File: config.mk
export PLATFORM = sky130hd
export DESIGN_NAME = imu_complementary_attitude
export DESIGN_NICKNAME = d
export VERILOG_FILES = /design/src/sv/imuca_pkg.sv /design/src/sv/imuca_ctrl.sv /design/src/sv/imuca_datapath.sv /design/src/sv/imu_complementary_attitude.sv
export SDC_FILE = /design/constraint.sdc
export NUM_CORES = 2
export LEC_CHECK = 0
export BUFFER_PORTS_ARGS = -buffer_cell sky130_fd_sc_hd__buf_2
export CAP_MARGIN = 15
export CORE_MARGIN = 3
export CORE_UTILIZATION = 40
export DETAILED_ROUTE_END_ITERATION = 10
export PLACE_DENSITY = 0.6
export SLEW_MARGIN = 0
export SYNTH_ARGS = -nofsm -noshare
export SYNTH_HDL_FRONTEND = slang
export SYNTH_SLANG_ARGS = --single-unit
File: constraint.sdc
create_clock -name clk -period 22.6 [get_ports clk]
set_input_delay 2.26 -clock clk [delete_from_list [all_inputs] [get_ports clk]]
set_output_delay 2.26 -clock clk [all_outputs]
set_load 0.03 [all_outputs]
File: src/sv/imuca_pkg.sv
`default_nettype none

package imuca_pkg;

  localparam int SAMPLE_W   = 16;
  localparam int ANGLE_W    = 32;
  localparam int GAIN_W     = 16;
  localparam int WEIGHT_W   = 17;
  localparam int CFG_IDX_W  = 2;
  localparam int CFG_DATA_W = 17;

  localparam logic [CFG_IDX_W-1:0] REG_GYRO_STEP_GAIN = 2'd0;
  localparam logic [CFG_IDX_W-1:0] REG_BLEND_WEIGHT   = 2'd1;

  localparam logic [GAIN_W-1:0]   GAIN_RESET   = 16'd5120;
  localparam logic [WEIGHT_W-1:0] WEIGHT_RESET = 17'd62415;
  localparam logic [WEIGHT_W-1:0] WEIGHT_ONE   = 17'd65536;

  // Arctangent table: degrees with TABLE_BITS fraction bits.
  localparam int TABLE_BITS = 20;
  localparam int TABLE_LEN  = 24;
  localparam int ITER_W     = 5;
  localparam int Z_W        = 30;
  localparam int CORDIC_W   = 33;

  typedef enum logic [3:0] {
    OP_NOP,
    OP_LOAD,
    OP_MUL_GX,
    OP_INC_X,
    OP_INC_Y,
    OP_INC_Z,
    OP_INIT,
    OP_ITER,
    OP_ROUND,
    OP_DIFF,
    OP_MUL_HI,
    OP_MUL_LO,
    OP_ACC,
    OP_SAT,
    OP_COMMIT
  } op_t;

  typedef struct packed {
    op_t               op;
    logic              axis;   // 0: pitch, 1: roll
    logic [ITER_W-1:0] iter;
  } cmd_t;

  typedef struct packed {
    logic out_free;
  } status_t;

  function automatic logic signed [Z_W-1:0] atan_entry(input logic [ITER_W-1:0] idx);
    logic signed [Z_W-1:0] v;
    case (idx)
      5'd0:  v = 30'sd47185920;
      5'd1:  v = 30'sd27855475;
      5'd2:  v = 30'sd14718068;
      5'd3:  v = 30'sd7471121;
      5'd4:  v = 30'sd3750058;
      5'd5:  v = 30'sd1876857;
      5'd6:  v = 30'sd938658;
      5'd7:  v = 30'sd469357;
      5'd8:  v = 30'sd234682;
      5'd9:  v = 30'sd117342;
      5'd10: v = 30'sd58671;
      5'd11: v = 30'sd29335;
      5'd12: v = 30'sd14668;
      5'd13: v = 30'sd7334;
      5'd14: v = 30'sd3667;
      5'd15: v = 30'sd1833;
      5'd16: v = 30'sd917;
      5'd17: v = 30'sd458;
      5'd18: v = 30'sd229;
      5'd19: v = 30'sd115;
      5'd20: v = 30'sd57;
      5'd21: v = 30'sd29;
      5'd22: v = 30'sd14;
      5'd23: v = 30'sd7;
      default: v = '0;
    endcase
    return v;
  endfunction

  function automatic logic signed [ANGLE_W-1:0] sat32(input logic signed [35:0] v);
    logic signed [ANGLE_W-1:0] r;
    if (v > 36'sh0_7FFF_FFFF) begin
      r = 32'sh7FFF_FFFF;
    end else if (v < -36'sh0_8000_0000) begin
      r = 32'sh8000_0000;
    end else begin
      r = v[ANGLE_W-1:0];
    end
    return r;
  endfunction

endpackage

`default_nettype wire

File: src/sv/imuca_ctrl.sv
`default_nettype none

module imuca_ctrl #(
  parameter int ATAN_ITERATIONS = 16
) (
  input  wire logic               clk,
  input  wire logic               rst_n,
  input  wire logic               in_valid,
  output logic                    in_ready,
  input  wire imuca_pkg::status_t status,
  output imuca_pkg::cmd_t         cmd
);

  typedef enum logic [3:0] {
    ST_IDLE,
    ST_MUL_X,
    ST_INC_X,
    ST_INC_Y,
    ST_INC_Z,
    ST_INIT,
    ST_ITER,
    ST_ROUND,
    ST_DIFF,
    ST_MUL_HI,
    ST_MUL_LO,
    ST_ACC,
    ST_SAT,
    ST_COMMIT
  } state_t;

  localparam logic [imuca_pkg::ITER_W-1:0] LAST_ITER =
    imuca_pkg::ITER_W'(ATAN_ITERATIONS - 1);

  state_t                         state_r, state_nxt;
  logic                           axis_r, axis_nxt;
  logic [imuca_pkg::ITER_W-1:0]   iter_r, iter_nxt;

  assign in_ready = (state_r == ST_IDLE);

  always_comb begin
    state_nxt = state_r;
    axis_nxt  = axis_r;
    iter_nxt  = iter_r;
    cmd.op    = imuca_pkg::OP_NOP;
    cmd.axis  = axis_r;
    cmd.iter  = iter_r;
    case (state_r)
      ST_IDLE: begin
        if (in_valid) begin
          cmd.op    = imuca_pkg::OP_LOAD;
          axis_nxt  = 1'b0;
          state_nxt = ST_MUL_X;
        end
      end
      ST_MUL_X: begin
        cmd.op    = imuca_pkg::OP_MUL_GX;
        state_nxt = ST_INC_X;
      end
      ST_INC_X: begin
        cmd.op    = imuca_pkg::OP_INC_X;
        state_nxt = ST_INC_Y;
      end
      ST_INC_Y: begin
        cmd.op    = imuca_pkg::OP_INC_Y;
        state_nxt = ST_INC_Z;
      end
      ST_INC_Z: begin
        cmd.op    = imuca_pkg::OP_INC_Z;
        state_nxt = ST_INIT;
      end
      ST_INIT: begin
        cmd.op    = imuca_pkg::OP_INIT;
        iter_nxt  = '0;
        state_nxt = ST_ITER;
      end
      ST_ITER: begin
        cmd.op = imuca_pkg::OP_ITER;
        if (iter_r == LAST_ITER) begin
          state_nxt = ST_ROUND;
        end else begin
          iter_nxt = iter_r + 1'b1;
        end
      end
      ST_ROUND: begin
        cmd.op    = imuca_pkg::OP_ROUND;
        state_nxt = ST_DIFF;
      end
      ST_DIFF: begin
        cmd.op    = imuca_pkg::OP_DIFF;
        state_nxt = ST_MUL_HI;
      end
      ST_MUL_HI: begin
        cmd.op    = imuca_pkg::OP_MUL_HI;
        state_nxt = ST_MUL_LO;
      end
      ST_MUL_LO: begin
        cmd.op    = imuca_pkg::OP_MUL_LO;
        state_nxt = ST_ACC;
      end
      ST_ACC: begin
        cmd.op    = imuca_pkg::OP_ACC;
        state_nxt = ST_SAT;
      end
      ST_SAT: begin
        cmd.op = imuca_pkg::OP_SAT;
        if (!axis_r) begin
          axis_nxt  = 1'b1;
          state_nxt = ST_INIT;
        end else begin
          state_nxt = ST_COMMIT;
        end
      end
      ST_COMMIT: begin
        // The new angles replace the output registers only once the last
        // result has been taken.
        if (status.out_free) begin
          cmd.op    = imuca_pkg::OP_COMMIT;
          state_nxt = ST_IDLE;
        end
      end
      default: begin
        state_nxt = ST_IDLE;
      end
    endcase
  end

  always_ff @(posedge clk) begin
    if (!rst_n) begin
      state_r <= ST_IDLE;
      axis_r  <= 1'b0;
      iter_r  <= '0;
    end else begin
      state_r <= state_nxt;
      axis_r  <= axis_nxt;
      iter_r  <= iter_nxt;
    end
  end

endmodule

`default_nettype wire

File: src/sv/imuca_datapath.sv
`default_nettype none

module imuca_datapath #(
  parameter int ANGLE_FRAC_BITS = 16
) (
  input  wire logic                                  clk,
  input  wire logic                                  rst_n,
  input  wire imuca_pkg::cmd_t                       cmd,
  output imuca_pkg::status_t                         status,
  input  wire logic signed [imuca_pkg::SAMPLE_W-1:0] in_accel_x,
  input  wire logic signed [imuca_pkg::SAMPLE_W-1:0] in_accel_y,
  input  wire logic signed [imuca_pkg::SAMPLE_W-1:0] in_accel_z,
  input  wire logic signed [imuca_pkg::SAMPLE_W-1:0] in_gyro_x,
  input  wire logic signed [imuca_pkg::SAMPLE_W-1:0] in_gyro_y,
  input  wire logic signed [imuca_pkg::SAMPLE_W-1:0] in_gyro_z,
  input  wire logic                                  cfg_valid,
  input  wire logic [imuca_pkg::CFG_IDX_W-1:0]       cfg_index,
  input  wire logic [imuca_pkg::CFG_DATA_W-1:0]      cfg_data,
  output logic                                       out_valid,
  input  wire logic                                  out_ready,
  output logic signed [imuca_pkg::ANGLE_W-1:0]       out_yaw_out,
  output logic signed [imuca_pkg::ANGLE_W-1:0]       out_pitch_out,
  output logic signed [imuca_pkg::ANGLE_W-1:0]       out_roll_out
);

  localparam int CW = imuca_pkg::CORDIC_W;
  localparam int ZW = imuca_pkg::Z_W;
  localparam int AW = imuca_pkg::ANGLE_W;
  localparam int RND_SHL = (ANGLE_FRAC_BITS >= imuca_pkg::TABLE_BITS) ?
                           ANGLE_FRAC_BITS - imuca_pkg::TABLE_BITS : 0;
  localparam int RND_SHR = (ANGLE_FRAC_BITS < imuca_pkg::TABLE_BITS) ?
                           imuca_pkg::TABLE_BITS - ANGLE_FRAC_BITS : 0;
  localparam int RND_HALF = (RND_SHR > 0) ? (1 << (RND_SHR - 1)) : 0;
  localparam logic signed [ZW-1:0] Z_90 = ZW'(90 << imuca_pkg::TABLE_BITS);

  logic signed [imuca_pkg::SAMPLE_W-1:0] ax_r, ay_r, az_r, gx_r, gy_r, gz_r;
  logic [imuca_pkg::GAIN_W-1:0]          gain_r;
  logic [imuca_pkg::WEIGHT_W-1:0]        weight_r;
  logic [imuca_pkg::WEIGHT_W-1:0]        w_eff;

  logic signed [17:0] mul_a, mul_b;
  logic signed [35:0] prod_r;
  logic signed [35:0] inc;

  logic signed [32:0] pitch_g_r, roll_g_r;
  logic signed [AW-1:0] yaw_new_r, pitch_new_r, roll_new_r;
  logic signed [AW-1:0] yaw_r, pitch_r, roll_r;
  logic                 out_valid_r;

  logic signed [CW-1:0] cx_r, cy_r;
  logic signed [ZW-1:0] cz_r;
  logic                 zero_r;
  logic signed [AW-1:0] a_r;
  logic signed [33:0]   d_r;
  logic signed [51:0]   acc_r;

  logic signed [imuca_pkg::SAMPLE_W-1:0] y_raw;
  logic signed [CW-1:0] x0, y0, dx, dy;
  logic signed [ZW-1:0] t_i;
  logic signed [AW-1:0] z_ext, z_rnd;
  logic signed [32:0]   g_sel;

  assign w_eff = (weight_r > imuca_pkg::WEIGHT_ONE) ? imuca_pkg::WEIGHT_ONE : weight_r;

  assign y_raw = cmd.axis ? ax_r : ay_r;
  assign x0    = CW'(az_r) <<< 14;
  assign y0    = CW'(y_raw) <<< 14;
  assign dx    = cy_r >>> cmd.iter;
  assign dy    = cx_r >>> cmd.iter;
  assign t_i   = imuca_pkg::atan_entry(cmd.iter);
  assign inc   = (prod_r + 36'sd128) >>> 8;
  assign z_ext = AW'(cz_r);
  assign z_rnd = ((z_ext + AW'(RND_HALF)) >>> RND_SHR) <<< RND_SHL;
  assign g_sel = cmd.axis ? roll_g_r : pitch_g_r;

  always_comb begin
    mul_a = '0;
    mul_b = '0;
    case (cmd.op)
      imuca_pkg::OP_MUL_GX: begin
        mul_a = 18'(gx_r);
        mul_b = $signed({2'b00, gain_r});
      end
      imuca_pkg::OP_INC_X: begin
        mul_a = 18'(gy_r);
        mul_b = $signed({2'b00, gain_r});
      end
      imuca_pkg::OP_INC_Y: begin
        mul_a = 18'(gz_r);
        mul_b = $signed({2'b00, gain_r});
      end
      imuca_pkg::OP_MUL_HI: begin
        mul_a = $signed(d_r[33:16]);
        mul_b = $signed({1'b0, w_eff});
      end
      imuca_pkg::OP_MUL_LO: begin
        mul_a = $signed({2'b00, d_r[15:0]});
        mul_b = $signed({1'b0, w_eff});
      end
      default: begin
        mul_a = '0;
        mul_b = '0;
      end
    endcase
  end

  always_ff @(posedge clk) begin
    if (!rst_n) begin
      gain_r   <= imuca_pkg::GAIN_RESET;
      weight_r <= imuca_pkg::WEIGHT_RESET;
    end else if (cfg_valid) begin
      if (cfg_index == imuca_pkg::REG_GYRO_STEP_GAIN) begin
        gain_r <= cfg_data[imuca_pkg::GAIN_W-1:0];
      end else if (cfg_index == imuca_pkg::REG_BLEND_WEIGHT) begin
        weight_r <= cfg_data;
      end
    end
  end

  // Working registers; none of them needs a reset.
  always_ff @(posedge clk) begin
    prod_r <= mul_a * mul_b;
    case (cmd.op)
      imuca_pkg::OP_LOAD: begin
        ax_r <= in_accel_x;
        ay_r <= in_accel_y;
        az_r <= in_accel_z;
        gx_r <= in_gyro_x;
        gy_r <= in_gyro_y;
        gz_r <= in_gyro_z;
      end
      imuca_pkg::OP_INC_X: begin
        pitch_g_r <= 33'(36'(pitch_r) + inc);
      end
      imuca_pkg::OP_INC_Y: begin
        roll_g_r <= 33'(36'(roll_r) - inc);
      end
      imuca_pkg::OP_INC_Z: begin
        yaw_new_r <= imuca_pkg::sat32(36'(yaw_r) + inc);
      end
      imuca_pkg::OP_INIT: begin
        zero_r <= (az_r == '0) && (y_raw == '0);
        // A vector in the left half plane is first turned by a quarter turn.
        if (az_r < 0) begin
          if (y_raw >= 0) begin
            cx_r <= y0;
            cy_r <= -x0;
            cz_r <= Z_90;
          end else begin
            cx_r <= -y0;
            cy_r <= x0;
            cz_r <= -Z_90;
          end
        end else begin
          cx_r <= x0;
          cy_r <= y0;
          cz_r <= '0;
        end
      end
      imuca_pkg::OP_ITER: begin
        if (cy_r >= 0) begin
          cx_r <= cx_r + dx;
          cy_r <= cy_r - dy;
          cz_r <= cz_r + t_i;
        end else begin
          cx_r <= cx_r - dx;
          cy_r <= cy_r + dy;
          cz_r <= cz_r - t_i;
        end
      end
      imuca_pkg::OP_ROUND: begin
        a_r <= zero_r ? '0 : z_rnd;
      end
      imuca_pkg::OP_DIFF: begin
        d_r <= 34'(g_sel) - 34'(a_r);
      end
      imuca_pkg::OP_MUL_LO: begin
        // w*g + (1-w)*a is formed as w*(g-a) + a, scaled by 2^16.
        acc_r <= (52'(prod_r) <<< 16) + (52'(a_r) <<< 16) + 52'sd32768;
      end
      imuca_pkg::OP_ACC: begin
        acc_r <= acc_r + 52'(prod_r);
      end
      imuca_pkg::OP_SAT: begin
        if (cmd.axis) begin
          roll_new_r <= imuca_pkg::sat32(acc_r[51:16]);
        end else begin
          pitch_new_r <= imuca_pkg::sat32(acc_r[51:16]);
        end
      end
      default: begin
      end
    endcase
  end

  // The output registers are also the filter state.
  always_ff @(posedge clk) begin
    if (!rst_n) begin
      yaw_r       <= '0;
      pitch_r     <= '0;
      roll_r      <= '0;
      out_valid_r <= 1'b0;
    end else if (cmd.op == imuca_pkg::OP_COMMIT) begin
      yaw_r       <= yaw_new_r;
      pitch_r     <= pitch_new_r;
      roll_r      <= roll_new_r;
      out_valid_r <= 1'b1;
    end else if (out_valid_r && out_ready) begin
      out_valid_r <= 1'b0;
    end
  end

  assign status.out_free = !out_valid_r;
  assign out_valid       = out_valid_r;
  assign out_yaw_out     = yaw_r;
  assign out_pitch_out   = pitch_r;
  assign out_roll_out    = roll_r;

endmodule

`default_nettype wire

File: src/sv/imu_complementary_attitude.sv
// Complementary-filter attitude estimator.
// Input channel (in_valid/in_ready): one raw six-axis sample per transfer,
// three signed 16-bit accelerometer axes and three gyro axes.
// Output channel (out_valid/out_ready): yaw, pitch and roll after the update,
// signed degrees with ANGLE_FRAC_BITS fraction bits; one result per sample.
// Configuration channel (cfg_valid/cfg_ready, always ready): index 0 is the
// gyro step gain, index 1 the blend weight; other indexes are ignored.
// Write it only while no sample is in flight.
// Only one sample is in flight at a time: a new sample is taken only after
// the previous one has been committed. The time per sample is set by the
// shared CORDIC stage, which runs its iterations for pitch and then for
// roll, and by the single 18x18 multiplier used for gyro scaling and the
// blends.
// Reset clears the angles to zero, loads the register defaults and drops
// out_valid. A stalled receiver holds the result; the next sample is still
// taken and computed, and waits before its commit until the held result
// has been transferred.
`default_nettype none

module imu_complementary_attitude #(
  parameter int ATAN_ITERATIONS = 16,
  parameter int ANGLE_FRAC_BITS = 16
) (
  input  wire logic                                  clk,
  input  wire logic                                  rst_n,
  input  wire logic                                  in_valid,
  output logic                                       in_ready,
  input  wire logic signed [imuca_pkg::SAMPLE_W-1:0] in_accel_x,
  input  wire logic signed [imuca_pkg::SAMPLE_W-1:0] in_accel_y,
  input  wire logic signed [imuca_pkg::SAMPLE_W-1:0] in_accel_z,
  input  wire logic signed [imuca_pkg::SAMPLE_W-1:0] in_gyro_x,
  input  wire logic signed [imuca_pkg::SAMPLE_W-1:0] in_gyro_y,
  input  wire logic signed [imuca_pkg::SAMPLE_W-1:0] in_gyro_z,
  output logic                                       out_valid,
  input  wire logic                                  out_ready,
  output logic signed [imuca_pkg::ANGLE_W-1:0]       out_yaw_out,
  output logic signed [imuca_pkg::ANGLE_W-1:0]       out_pitch_out,
  output logic signed [imuca_pkg::ANGLE_W-1:0]       out_roll_out,
  input  wire logic                                  cfg_valid,
  output logic                                       cfg_ready,
  input  wire logic [imuca_pkg::CFG_IDX_W-1:0]       cfg_index,
  input  wire logic [imuca_pkg::CFG_DATA_W-1:0]      cfg_data
);

  imuca_pkg::cmd_t    cmd;
  imuca_pkg::status_t status;

  assign cfg_ready = 1'b1;

  imuca_ctrl #(
    .ATAN_ITERATIONS(ATAN_ITERATIONS)
  ) u_ctrl (
    .clk     (clk),
    .rst_n   (rst_n),
    .in_valid(in_valid),
    .in_ready(in_ready),
    .status  (status),
    .cmd     (cmd)
  );

  imuca_datapath #(
    .ANGLE_FRAC_BITS(ANGLE_FRAC_BITS)
  ) u_datapath (
    .clk          (clk),
    .rst_n        (rst_n),
    .cmd          (cmd),
    .status       (status),
    .in_accel_x   (in_accel_x),
    .in_accel_y   (in_accel_y),
    .in_accel_z   (in_accel_z),
    .in_gyro_x    (in_gyro_x),
    .in_gyro_y    (in_gyro_y),
    .in_gyro_z    (in_gyro_z),
    .cfg_valid    (cfg_valid),
    .cfg_index    (cfg_index),
    .cfg_data     (cfg_data),
    .out_valid    (out_valid),
    .out_ready    (out_ready),
    .out_yaw_out  (out_yaw_out),
    .out_pitch_out(out_pitch_out),
    .out_roll_out (out_roll_out)
  );

endmodule

`default_nettype wire

==> metrics.md <==
| Metric | Value |
|---|---|
| WP data arrival | about 9.7 ns |
| FF+latch count, synth | 670 |
| Sequential fraction of the synthesis area | 30.3% |
| Peak supply drop | 0.0684 mV |
| Post-CTS Setup Bufs | 0 |
| Antenna Nets Post-Route | 0 |
| Max-slew violation count | 0 |
| Syn_area_per_cell | 9.34 um2 |
| Crit-path slowest cell | a311oi_1 |
| Die Y | slightly below 400 um |
| Drt total wl | about 190 mm |
| Rel. slew slack | 20.7% |
| CP startpoint kind | flip-flop |
| Setup violators final | 0 |
| Worst-margin pin slew | 1.16 ns |
| CTS H-tree depth | 3 |
| Distinct cells, synth | 109 |
| Synth async-reset ratio | 0% |
| Largest net degree at the start of global routing | ~100 |
| Crit path kind | reg -> reg |
| Root buffer cell | clkbuf_16 |
| Leakage power | 27.2 nW |
| Grt ovf | 0 |
| # placed instances | 8320 |
| Clock sink total | 670 |
| Final cell count without fillers | 8473 |
| Starting density of the core | 40.3% |
| Area grow syn2layout | 9.58% |
| DRT Pass-1 Iters | 8 |
| Initial antenna violation count | 5 |
| Number of vias per cell | 5.82 |
| Most common cell on crit path | fa_1 |
| GR Util All Layers | approximately a quarter |
| Synth warn | 0 |
| Fin. Hold Viols | 0 |
| Vias | 49300 |
| CTS clk-pin slew, worst paths | 0.06 ns |
| Outcome | complete, no violations |
| Std-Cell Rows | 141 |
| Multi-input gate area | roughly 0.038 mm2 |
| Final min period | 9.14 ns |
| Fin Setup TNS | 0 ns |
| Post-DP HPWL | 149 mm |
| MaxCap Viol Count | 0 |
| Cell count after synthesis | 6387 |
| Post-route DRC | 0 |
| Post-synth EDFFs | 468 |
| RSZ-0062 raised after global routing | false |
| Share of the core filled with cells | 44.2% |
| Routed length per instance | between 20 and 25 um |
| Final Cycle Share | between 40% and 50% |
| Clock skew | ~0.07 ns |
| Vias in the first global route | around 47000 |
| First-pass GRT wire length | about 290 mm |
| Cts hold-fix bufs | 0 |
| DIE AREA | 0.154 mm2 |
| Width of the die | 392 um |
| Buf/Inv on CP | 4 |
| Clk buf depth | 3 |
| Synth Net Count | 7242 |
| Worst slack, placed | 13.65 ns |
| Area taken by flip-flops and latches | 0.0181 mm2 |
| Latest clock arrival within the worst-skew pair | 0.72 ns |
| Top FF cell, synth | edfxtp_1 |
| Crit. End Element | flip-flop |
| Core Box Area | ~0.15 mm2 |
| CTS resizes | 0 |
| # IOs | 219 |
| Layout cell share with drive strength beyond 1 | a little under a tenth |
| Max frequency | 109 MHz |
| Critical path's top delay family | adder cells |
| CTS tree | yes |
| Iter 0 DRT Violations | 4600 |
| Layout Nets | 7328 |
| Filler instances | 14300 |
| Crit-path max FO | 49 |
| Placer Congestion | 1.00 |
| Setup ws final | between 10 and 15 ns |
| Largest stage delay on the critical path | about 0.66 ns |
| PwrDens | 60.4 mW/mm2 |
| Synthesized cell area | 0.0597 mm2 |
| # port buffers | between 200 and 250 |
| Hold crit path type | reg -> reg |
| TritonCTS Buffers | 81 |
| CP required | about 23 ns |
report_power, final:
part	leakage (nW)	internal, mW	switching (mW)
Sequential	5.98	1.39	0.0774
Clock	1.38	0.832	0.579
Combinational	19.8	0.410	0.660
through the flow:
step	hold slack, ns	cell area (um2)	power [mW]
detailed placement	0.464	62500	2.55
global placement	0.461	62500	2.54
floorplan	0.444	59700	2.21
finish	0.478	65400	3.95
CTS	0.477	65400	3.97
global route	0.516	65400	4.14
cells by family after synthesis:
logic type | after synthesis | share of synthesized area [%]
AOI/OAI and AO/OA | 1541 | 17.1
xor gates and xnor gates | 442 | 6.54
adders and majority gates | 738 | 19.5
buffers and inverters | 822 | 5.54
DFF | 670 | 30.3
muxes | 243 | 6.13
other | 1 | 0.00629
and+or+nand+nor | 1930 | 14.9
cells in the mapped netlist (79+ instances only):
cell type,count,area share [%]
fa_1,320,11
clkbuf_1,205,1.3
nor2_1,514,3.2
nand2_1,765,4.8
xnor2_1,280,4.1
dfxtp_1,202,6.8
o21a_1,91,1.1
a21boi_0,129,1.6
edfxtp_1,468,24
a21oi_1,340,2.9
inv_1,545,3.4
mux2i_1,84,1.4
o21ai_0,319,2.7
a21o_1,131,1.6
nor3_1,85,0.71
nand2b_1,79,0.83
xor2_1,160,2.3
ha_1,415,8.7
nand3_1,120,1.0
layer usage:
metal  track usage, %  share of wire [%]  vias to the layer above
li1                 -                  -                    22900
met3             3.66                7.0                      372
met2             39.9                 46                     1880
met1             33.2                 43                    24200
met5                0             0.0068                        -
met4             8.96                4.2                        2
flip-flops by register name (all words and copies together) (netlist names), 32 cells and up:
register / count
u_datapath.prod_r: 36
u_datapath.d_r: 34
u_datapath.pitch_g_r: 33
u_datapath.acc_r: 52
u_datapath.yaw_new_r: 32
u_datapath.out_yaw_out: 32
u_datapath.out_roll_out: 32
u_datapath.pitch_new_r: 32
u_datapath.out_pitch_out: 32
u_datapath.cy_r: 33
u_datapath.roll_new_r: 32
u_datapath.roll_g_r: 33
u_datapath.cx_r: 33
worst min-delay path, stage by stage (launching register included):
cell      delay, ns
dfxtp_1        0.31
nand2_1        0.05
a21boi_0       0.07
area by class of cell:
class | count | share of cell area (%)
Multi-Input combinational cell | 4895 | 58.7
Tap cell | 1930 | 3.69
Sequential cell | 670 | 27.7
Clock inverter | 50 | 1.09
Timing Repair Buffer | 277 | 2.35
Inverter | 548 | 3.15
Antenna cell | 1 | 0.00383
Clock buffer | 102 | 3.33
final timing paths:
kind                                           from                                end  slack [ns]  cells after the start
setup / recovery     u_ctrl.state_r[1]$_SDFFE_PN0P_      u_datapath.prod_r[34]$_DFF_P_       13.46                     25
hold / removal    u_datapath.gain_r[7]$_SDFFE_PN0P_  u_datapath.gain_r[7]$_SDFFE_PN0P_        0.48                      2
hold reg to reg   u_datapath.gain_r[7]$_SDFFE_PN0P_  u_datapath.gain_r[7]$_SDFFE_PN0P_        0.48                      2
setup reg to reg     u_ctrl.state_r[1]$_SDFFE_PN0P_      u_datapath.prod_r[34]$_DFF_P_       13.46                     25
placed cells by master, fill, tap and decap left out, types with 22 or more instances in the layout:
cell type | synthesis | final
a211oi_1 | 67 | 67
a21boi_0 | 129 | 129
a21o_1 | 131 | 131
a21oi_1 | 340 | 337
a22oi_1 | 47 | 47
a31oi_1 | 42 | 42
and2_1 | 44 | 43
and3_1 | 52 | 52
and4_1 | 27 | 27
buf_2 | 18 | 216
buf_4 | 15 | 61
clkbuf_16 | 0 | 82
dfxtp_1 | 202 | 196
edfxtp_1 | 468 | 468
fa_1 | 320 | 320
ha_1 | 415 | 415
inv_1 | 545 | 545
mux2_2 | 76 | 76
mux2i_1 | 84 | 84
mux4_1 | 29 | 29
mux4_2 | 52 | 52
nand2_1 | 765 | 765
nand2b_1 | 79 | 78
nand3_1 | 120 | 119
nand4_1 | 55 | 55
nor2_1 | 514 | 510
nor2b_1 | 53 | 53
nor3_1 | 85 | 78
nor3b_1 | 22 | 22
o211ai_1 | 41 | 41
o21a_1 | 91 | 91
o21ai_0 | 319 | 319
o21bai_1 | 44 | 44
o22ai_1 | 29 | 29
o31ai_1 | 38 | 38
or3_1 | 31 | 30
xnor2_1 | 280 | 280
xor2_1 | 160 | 160
(Power assumes the default switching activity.)
